==> src/rtl/rrq_pkg.sv <==
// rrq_pkg: action and status codes for the round-robin run queue
// no dependencies
package rrq_pkg;
  localparam int ID_W = 5;
  localparam int ID_SPACE = 32;

  typedef enum logic [2:0] {
    ACT_WAKE     = 3'd0,
    ACT_SUSPEND  = 3'd1,
    ACT_SPAWN    = 3'd2,
    ACT_START    = 3'd3,
    ACT_KILL     = 3'd4,
    ACT_SCHEDULE = 3'd5
  } action_t;

  typedef enum logic [2:0] {
    ST_OK          = 3'd0,
    ST_QUEUED      = 3'd1,
    ST_NOT_QUEUED  = 3'd2,
    ST_NO_FREE     = 3'd3,
    ST_NOT_WAITING = 3'd4,
    ST_EMPTY       = 3'd5
  } status_t;
endpackage

==> src/rtl/rrq_ram.sv <==
// rrq_ram: generic single-port-write, single-port-read ram, registered read
// no dependencies
module rrq_ram #(
  parameter int WIDTH = 5,
  parameter int DEPTH = 32
) (
  input  logic                     clk,
  input  logic                     we,
  input  logic [$clog2(DEPTH)-1:0] waddr,
  input  logic [WIDTH-1:0]         wdata,
  input  logic [$clog2(DEPTH)-1:0] raddr,
  output logic [WIDTH-1:0]         rdata
);
  logic [WIDTH-1:0] mem [DEPTH];

  always_ff @(posedge clk) begin
    if (we) mem[waddr] <= wdata;
    rdata <= mem[raddr];
  end
endmodule

==> src/rtl/round_robin_run_queue.sv <==
// round_robin_run_queue: top level, sequencer around the run order ram
// depends on rrq_pkg and rrq_ram
//
// usage: drive in_action and in_task_id with start high while busy is low;
// the word is taken at that edge and busy rises. when the operation ends,
// out_strobe is high for one cycle with status, result id and the current
// task; busy falls in the same cycle so a new word may follow at once.
// the receiver cannot stall; every result is taken in its strobe cycle.
// path from the accepting edge to the strobe: schedule runs the schedule,
// current read and done states; a start of a task not awaiting start, or
// an unknown action, goes straight to the current read; spawn tests one id
// flag a cycle; wake and start search the queue, then append; suspend and
// kill search, then shift the later slots down, and kill then schedules.
// the one read port of the run order ram shapes the walks: the search walk
// reads a slot, then compares it; the shift walk reads a slot, then writes
// it one slot down. reset clears the queue count, the mark and the id flags
// at once; the ram needs no clearing, only slots below the count are read.
module round_robin_run_queue #(
  parameter int MAX_TASKS = 32
) (
  input  logic                     clk,
  input  logic                     rst_n,
  input  logic                     start,
  output logic                     busy,
  input  logic [2:0]               in_action,
  input  logic [rrq_pkg::ID_W-1:0] in_task_id,
  output logic                     out_strobe,
  output logic [2:0]               out_status,
  output logic [rrq_pkg::ID_W-1:0] out_result_id,
  output logic                     out_result_valid,
  output logic [rrq_pkg::ID_W-1:0] out_current_id,
  output logic                     out_current_valid
);
  import rrq_pkg::*;

  // only ids below min(MAX_TASKS, 32) can ever be spawned or started
  localparam int LIM = (MAX_TASKS < ID_SPACE) ? MAX_TASKS : ID_SPACE;
  localparam int LW = $clog2(LIM);
  localparam int TW = $clog2(LIM + 1);

  typedef enum logic [3:0] {
    S_IDLE, S_SRCH, S_SRCHW, S_SHIFT, S_SHIFTW, S_SPAWN,
    S_SCHED, S_CUR, S_CURW, S_DONE
  } state_t;

  state_t             state_r;
  logic [2:0]         act_r;
  logic [ID_W-1:0]    id_r;
  logic [ID_W:0]      cnt_r;
  logic [ID_W-1:0]    cur_r;
  logic               pres_r;
  logic [ID_W:0]      idx_r;
  logic [TW-1:0]      tidx_r;
  logic [ID_W-1:0]    slot_r;
  logic [2:0]         stat_r;
  logic [ID_W-1:0]    rid_r;
  logic               rval_r;
  logic [LIM-1:0]     used_r, await_r;

  logic               we;
  logic [ID_W-1:0]    waddr, wdata, raddr, rdata;

  rrq_ram #(.WIDTH(ID_W), .DEPTH(ID_SPACE)) u_order (
    .clk, .we, .waddr, .wdata, .raddr, .rdata
  );

  assign busy = (state_r != S_IDLE);

  // ram port control, driven from the walk index, the queue count and the current slot
  always_comb begin
    we = 1'b0;
    waddr = idx_r[ID_W-1:0];
    wdata = rdata;
    raddr = idx_r[ID_W-1:0];
    unique case (state_r)
      S_SHIFTW: begin
        we = 1'b1;
        waddr = ID_W'(idx_r - 1'b1);
      end
      S_IDLE: begin
        we = 1'b0;
      end
      default: we = 1'b0;
    endcase
    if (state_r == S_SCHED && (act_r == ACT_WAKE || act_r == ACT_START)
        && stat_r == ST_OK) begin
      we = 1'b1;
      waddr = cnt_r[ID_W-1:0];
      wdata = id_r;
    end
    // keep the current slot on the read port until the result is registered
    if (state_r == S_CUR || state_r == S_CURW) raddr = cur_r;
  end

  logic fix_taken;
  logic [ID_W-1:0] nslot;
  always_comb begin
    fix_taken = (state_r == S_SRCHW) && (rdata == id_r);
    nslot = pres_r ? ID_W'(cur_r + 1'b1) : ID_W'(1);
  end

  always_ff @(posedge clk) begin
    if (!rst_n) begin
      state_r <= S_IDLE;
      cnt_r <= '0;
      cur_r <= '0;
      pres_r <= 1'b0;
      used_r <= '0;
      await_r <= '0;
      out_strobe <= 1'b0;
    end else begin
      out_strobe <= 1'b0;
      unique case (state_r)
        S_IDLE: if (start) begin
          act_r <= in_action;
          id_r <= in_task_id;
          idx_r <= '0;
          tidx_r <= '0;
          stat_r <= ST_OK;
          rid_r <= '0;
          rval_r <= 1'b0;
          unique case (in_action)
            ACT_WAKE, ACT_SUSPEND, ACT_KILL: state_r <= S_SRCH;
            ACT_SPAWN: state_r <= S_SPAWN;
            ACT_START: begin
              if (32'(in_task_id) >= MAX_TASKS ||
                  !await_r[in_task_id[LW-1:0]]) begin
                stat_r <= ST_NOT_WAITING;
                state_r <= S_CUR;
              end else begin
                await_r[in_task_id[LW-1:0]] <= 1'b0;
                state_r <= S_SRCH;
              end
            end
            ACT_SCHEDULE: state_r <= S_SCHED;
            default: state_r <= S_CUR;
          endcase
        end
        S_SPAWN: begin
          if (32'(tidx_r) >= LIM) begin
            stat_r <= ST_NO_FREE;
            state_r <= S_CUR;
          end else if (!used_r[tidx_r[LW-1:0]]) begin
            used_r[tidx_r[LW-1:0]] <= 1'b1;
            await_r[tidx_r[LW-1:0]] <= 1'b1;
            rid_r <= ID_W'(tidx_r);
            rval_r <= 1'b1;
            state_r <= S_CUR;
          end else tidx_r <= TW'(tidx_r + 1'b1);
        end
        // search: read slot idx, compare next cycle
        S_SRCH: begin
          if (idx_r >= cnt_r) begin
            if (act_r == ACT_WAKE || act_r == ACT_START) state_r <= S_SCHED;
            else begin
              stat_r <= ST_NOT_QUEUED;
              state_r <= (act_r == ACT_KILL) ? S_SCHED : S_CUR;
            end
          end else state_r <= S_SRCHW;
        end
        S_SRCHW: begin
          if (fix_taken) begin
            if (act_r == ACT_WAKE || act_r == ACT_START) begin
              stat_r <= ST_QUEUED;
              state_r <= S_CUR;
            end else begin
              slot_r <= idx_r[ID_W-1:0];
              idx_r <= idx_r + 1'b1;
              state_r <= S_SHIFT;
            end
          end else begin
            idx_r <= idx_r + 1'b1;
            state_r <= S_SRCH;
          end
        end
        // shift: move slot idx down to idx-1
        S_SHIFT: begin
          if (idx_r >= cnt_r) begin
            cnt_r <= cnt_r - 1'b1;
            if (cnt_r == 1) begin
              pres_r <= 1'b0;
              cur_r <= '0;
            end else if (pres_r) begin
              if (cur_r > slot_r) cur_r <= cur_r - 1'b1;
              else if (cur_r == slot_r)
                cur_r <= (slot_r == 0) ? ID_W'(cnt_r - 2'd2) : slot_r - 1'b1;
            end
            state_r <= (act_r == ACT_KILL) ? S_SCHED : S_CUR;
          end else state_r <= S_SHIFTW;
        end
        S_SHIFTW: begin
          idx_r <= idx_r + 1'b1;
          state_r <= S_SHIFT;
        end
        S_SCHED: begin
          if (act_r == ACT_WAKE || act_r == ACT_START) begin
            if (cnt_r == 0) begin
              cur_r <= '0;
              pres_r <= 1'b1;
            end
            cnt_r <= cnt_r + 1'b1;
          end else if (cnt_r == 0) begin
            if (act_r == ACT_SCHEDULE || stat_r == ST_OK) stat_r <= ST_EMPTY;
          end else begin
            cur_r <= ({1'b0, nslot} >= cnt_r) ? '0 : nslot;
            pres_r <= 1'b1;
            rval_r <= 1'b1;
            rid_r <= '1;
          end
          state_r <= S_CUR;
        end
        S_CUR: state_r <= S_CURW;
        S_CURW: begin
          if (rid_r == '1 && rval_r && act_r != ACT_SPAWN) rid_r <= rdata;
          state_r <= S_DONE;
        end
        S_DONE: begin
          out_strobe <= 1'b1;
          out_status <= stat_r;
          out_result_id <= rid_r;
          out_result_valid <= rval_r;
          out_current_valid <= pres_r && ({1'b0, cur_r} < cnt_r);
          out_current_id <= (pres_r && ({1'b0, cur_r} < cnt_r)) ? rdata : '0;
          state_r <= S_IDLE;
        end
        default: state_r <= S_IDLE;
      endcase
    end
  end
endmodule

==> config.mk <==
export PLATFORM = sky130hd
export DESIGN_NAME = round_robin_run_queue
export DESIGN_NICKNAME = d
export VERILOG_FILES = /design/src/rtl/rrq_pkg.sv /design/src/rtl/rrq_ram.sv /design/src/rtl/round_robin_run_queue.sv
export SDC_FILE = /design/constraint.sdc
export NUM_CORES = 1
export LEC_CHECK = 0
export BUFFER_PORTS_ARGS = -buffer_cell sky130_fd_sc_hd__buf_2
export CAP_MARGIN = 10
export CORE_ASPECT_RATIO = 1.75
export CORE_UTILIZATION = 49
export DETAILED_ROUTE_END_ITERATION = 16
export PLACE_DENSITY = 0.66
export REMOVE_ABC_BUFFERS = 1
export SYNTH_ARGS = -nofsm -noshare
export SYNTH_HDL_FRONTEND = slang
export SYNTH_HIERARCHICAL = 1
export SYNTH_SLANG_ARGS = --single-unit
==> constraint.sdc <==
create_clock -name clk -period 3.1 [get_ports clk]
set_input_delay 0.155 -clock clk [delete_from_list [all_inputs] [get_ports clk]]
set_output_delay 0.155 -clock clk [all_outputs]
set_load 0.005 [all_outputs]
==> reports/results.tsv <==
metric	value	unit
status	finished, final reports clean	
ys_ff_latch	295	
vdd_drop_max	0.500	mV
pre_cts_ws	131	ps
io_buffers	27	
drive_above_1_share	21.5	%
drc_errors	0	
arrival	3500	ps
avgSynthCellArea	12.4	sq um
cp.required	3580	ps
synth_top_area_share	45.5	%
hpwl	24000	um
cp_cell_sequence	buf_4 -> nand2b_1 -> nor2_1 -> mux4_2 -> nor4_2 -> buf_4 -> nor4b_1 -> buf_4 -> o21ai_0 -> a31oi_1	
synth_area_leaders	edfxtp_1, dfxtp_1, mux4_2, nor2_1, ha_1	
cts_buffer_depth	3	
gr-usage-all-layers	24.1	%
fillCellCount	2301	
p_leak	5.68	nW
finalCritPeriodShare	97.6	%
max-cap-violations	0	
core_area	0.0274	sq mm
synth_enable_flop_cells	209	
fin_nets	1252	
die_area	0.0289	sq mm
fmax	0.331	GHz
timing.final.max_slew_violations	0	
critPathKind	reg -> reg	
cp-end-kind	register	
r2r_start	tidx_r[3]	
cpMostUsedCell	buf_4	
min_from	in_task_id[4]	
hold_path.class	in -> reg	
ant_nets	0	
routabilityCongestion	0.879	
synthArstFlopShare	0	%
die_h	224	um
grt_pass1_vias	9431	
cts_made_buffers	27	
rsz0062_at_grt	no	
startpoint	tidx_r[3]	
ys_seq_area_share	58.0	%
setup_viol	0	
hold_slack	32.7	ps
rows	80	
powerDensity	780	mW/mm^2
initial_utilization	50.3	%
synthFlopType	edfxtp_1	
crit_fanout	10	
cp_slowest_stage_delay	540	ps
wl_per_cell	21.1	um
start_kind	register	
die_w	129	um
area_delta_synth_final	15.1	%
grt_pass1_wl	52700	um
slowest_stage	mux4_2	
num_antenna_cells	0	
antenna_found_initial	0	
clock_skew	20.5	ps
cts.htree.levels	1	
multi_input_area	0.00545	sq mm
timing.final.ws_setup	75.8	ps
clk_latency	550	ps
drt_iter0_drc	960	
drt-pass1-iter-count	5	
layout_min_cycle_time	3020	ps
ys_warn_count	6	
ios	28	
ff_latch_area	0.00800	sq mm
clk_pin_slew_worst_paths	70	ps
report.final.hold_viol_count	0	
syn-instance-count	1111	
num_vias	9377	
wl	33700	um
synth_top_area_cell	edfxtp_1	
cts_sinks	295	
maxSlewHeadroom	42.9	%
cts_tree	done	
grt_max_degree	56	
synth_area	0.0138	sq mm
vias_per_cell	5.88	
worst_pin_slew	856	ps
synth.distinct_cells	68	
reg2reg_slack	80	ps
cts_root_buffer	clkbuf_16	
grt_remaining_overflow	0	
==> through the flow <==
| step | area [sq um] | TNS (ps) | power, mW | instances | util (%) |
|---|---|---|---|---|---|
| floorplan | 13500 | -22820 | 7.65 | 1049 | - |
| global placement | 14900 | 0 | 9.06 | 1535 | 54.3 |
| detailed placement | 14900 | 0 | 9.11 | 1535 | 54.3 |
| CTS | 15800 | 0 | 12.4 | 1590 | 57.7 |
| global route | 15900 | 0 | 12.9 | 1594 | 57.9 |
| finish | 15900 | 0 | 12.4 | 1594 | 57.9 |
==> worst max-delay path, delay by kind of cell (launching register included) <==
| family | cells | cell delay, ps |
|---|---|---|
| buf+inv | 3 | 650 |
| flops | 1 | 510 |
| mux | 1 | 540 |
| simple gates | 4 | 1020 |
| compound gates | 2 | 230 |
==> cell type report <==
type,instances,share of cell area [%]
clock buffers,28,4.28
clock inverters,21,1.23
inverters,34,0.804
multi-input cells,720,34.3
flip-flops and latches,295,50.4
well taps,369,2.91
repair buffers,127,6.07
==> state kept, by name, indices dropped and copies added (netlist names), 3 cells and up <==
register / count
act_r: 3
cur_r: 5
tidx_r: 6
out_current_id: 5
await_r: 32
id_r: 5
rid_r: 5
used_r: 32
out_status: 3
u_order/mem: 160
out_result_id: 5
u_order/rdata: 5
idx_r: 6
cnt_r: 6
stat_r: 3
state_r: 4
slot_r: 5
==> routing by layer <==
metal / share of wire [%] / GRT usage (%)
met5: 0 / 0
met4: 4.0 / 10.9
met3: 4.0 / 2.39
met2: 54 / 44.4
met1: 38 / 27.8
==> placed cells by master (no fill, tap or decap), drive strengths merged, types with 8 or more instances in the layout <==
master and instances:
o21ai 50, mux2i 23, clkbuf 28, and3 8, edfxtp 209, nor2 154, a31oi 25, mux4 57
mux2 13, nand2 68, or3 8, a21oi 47, xor2 9, buf 121, nand3 17, dfxtp 86
nand4 11, xnor2 24, inv 36, o21a 16, nor2b 11, a211oi 8, nor3 21, ha 36
clkinv 13, nand2b 14
==> Yosys cell counts (5+ instances only) <==
cell,count
a211oi_1,8
a21o_1,7
a21oi_1,47
a221oi_1,5
a22oi_1,5
a31oi_1,25
a41o_1,5
and2_1,6
and3_1,8
buf_2,14
clkbuf_1,44
dfxtp_1,86
edfxtp_1,209
ha_1,36
inv_1,34
mux2_2,13
mux2i_1,23
mux4_2,57
nand2_1,68
nand2b_1,13
nand3_1,17
nand3b_1,5
nand4_1,11
nor2_1,154
nor2b_1,11
nor3_1,19
nor4b_1,6
o21a_1,16
o21ai_0,50
or2_2,5
or3_1,8
xnor2_1,24
xor2_1,9
==> power by group <==
part | internal (mW) | total, mW | switching, mW | leakage (nW)
Combinational | 1.67 | 3.96 | 2.29 | 2.67
Clock | 1.79 | 3.31 | 1.52 | 0.424
Sequential | 4.88 | 5.10 | 0.228 | 2.59
Total | 8.33 | 12.4 | 4.04 | 5.68
==> worst paths after layout <==
check,end,cells past startpoint
max,await_r[15],10
min,id_r[4],1
max reg2reg,await_r[15],10
min reg2reg,used_r[7],2
==> cell families (layout without fill, tap and decap cells) <==
logic type	Yosys count	in the layout	share of synthesized area (%)
DFF	295	295	58.0
muxes	93	93	12.0
xor gates and xnor gates	33	33	2.10
AOI/OAI and AO/OA	200	200	9.34
and+or+nand+nor	358	358	12.5
buffers and inverters	96	210	2.79
adders and majority gates	36	36	3.27
==> what timing repair did <==
action,CTS,global route
endpoints found under the hold margin,8,0
setup endpoints to repair,0,46
hold buffers,6,0
resized for setup,0,2
setup buffers,0,4
No activity file was read; power rests on OpenSTA's default activity.
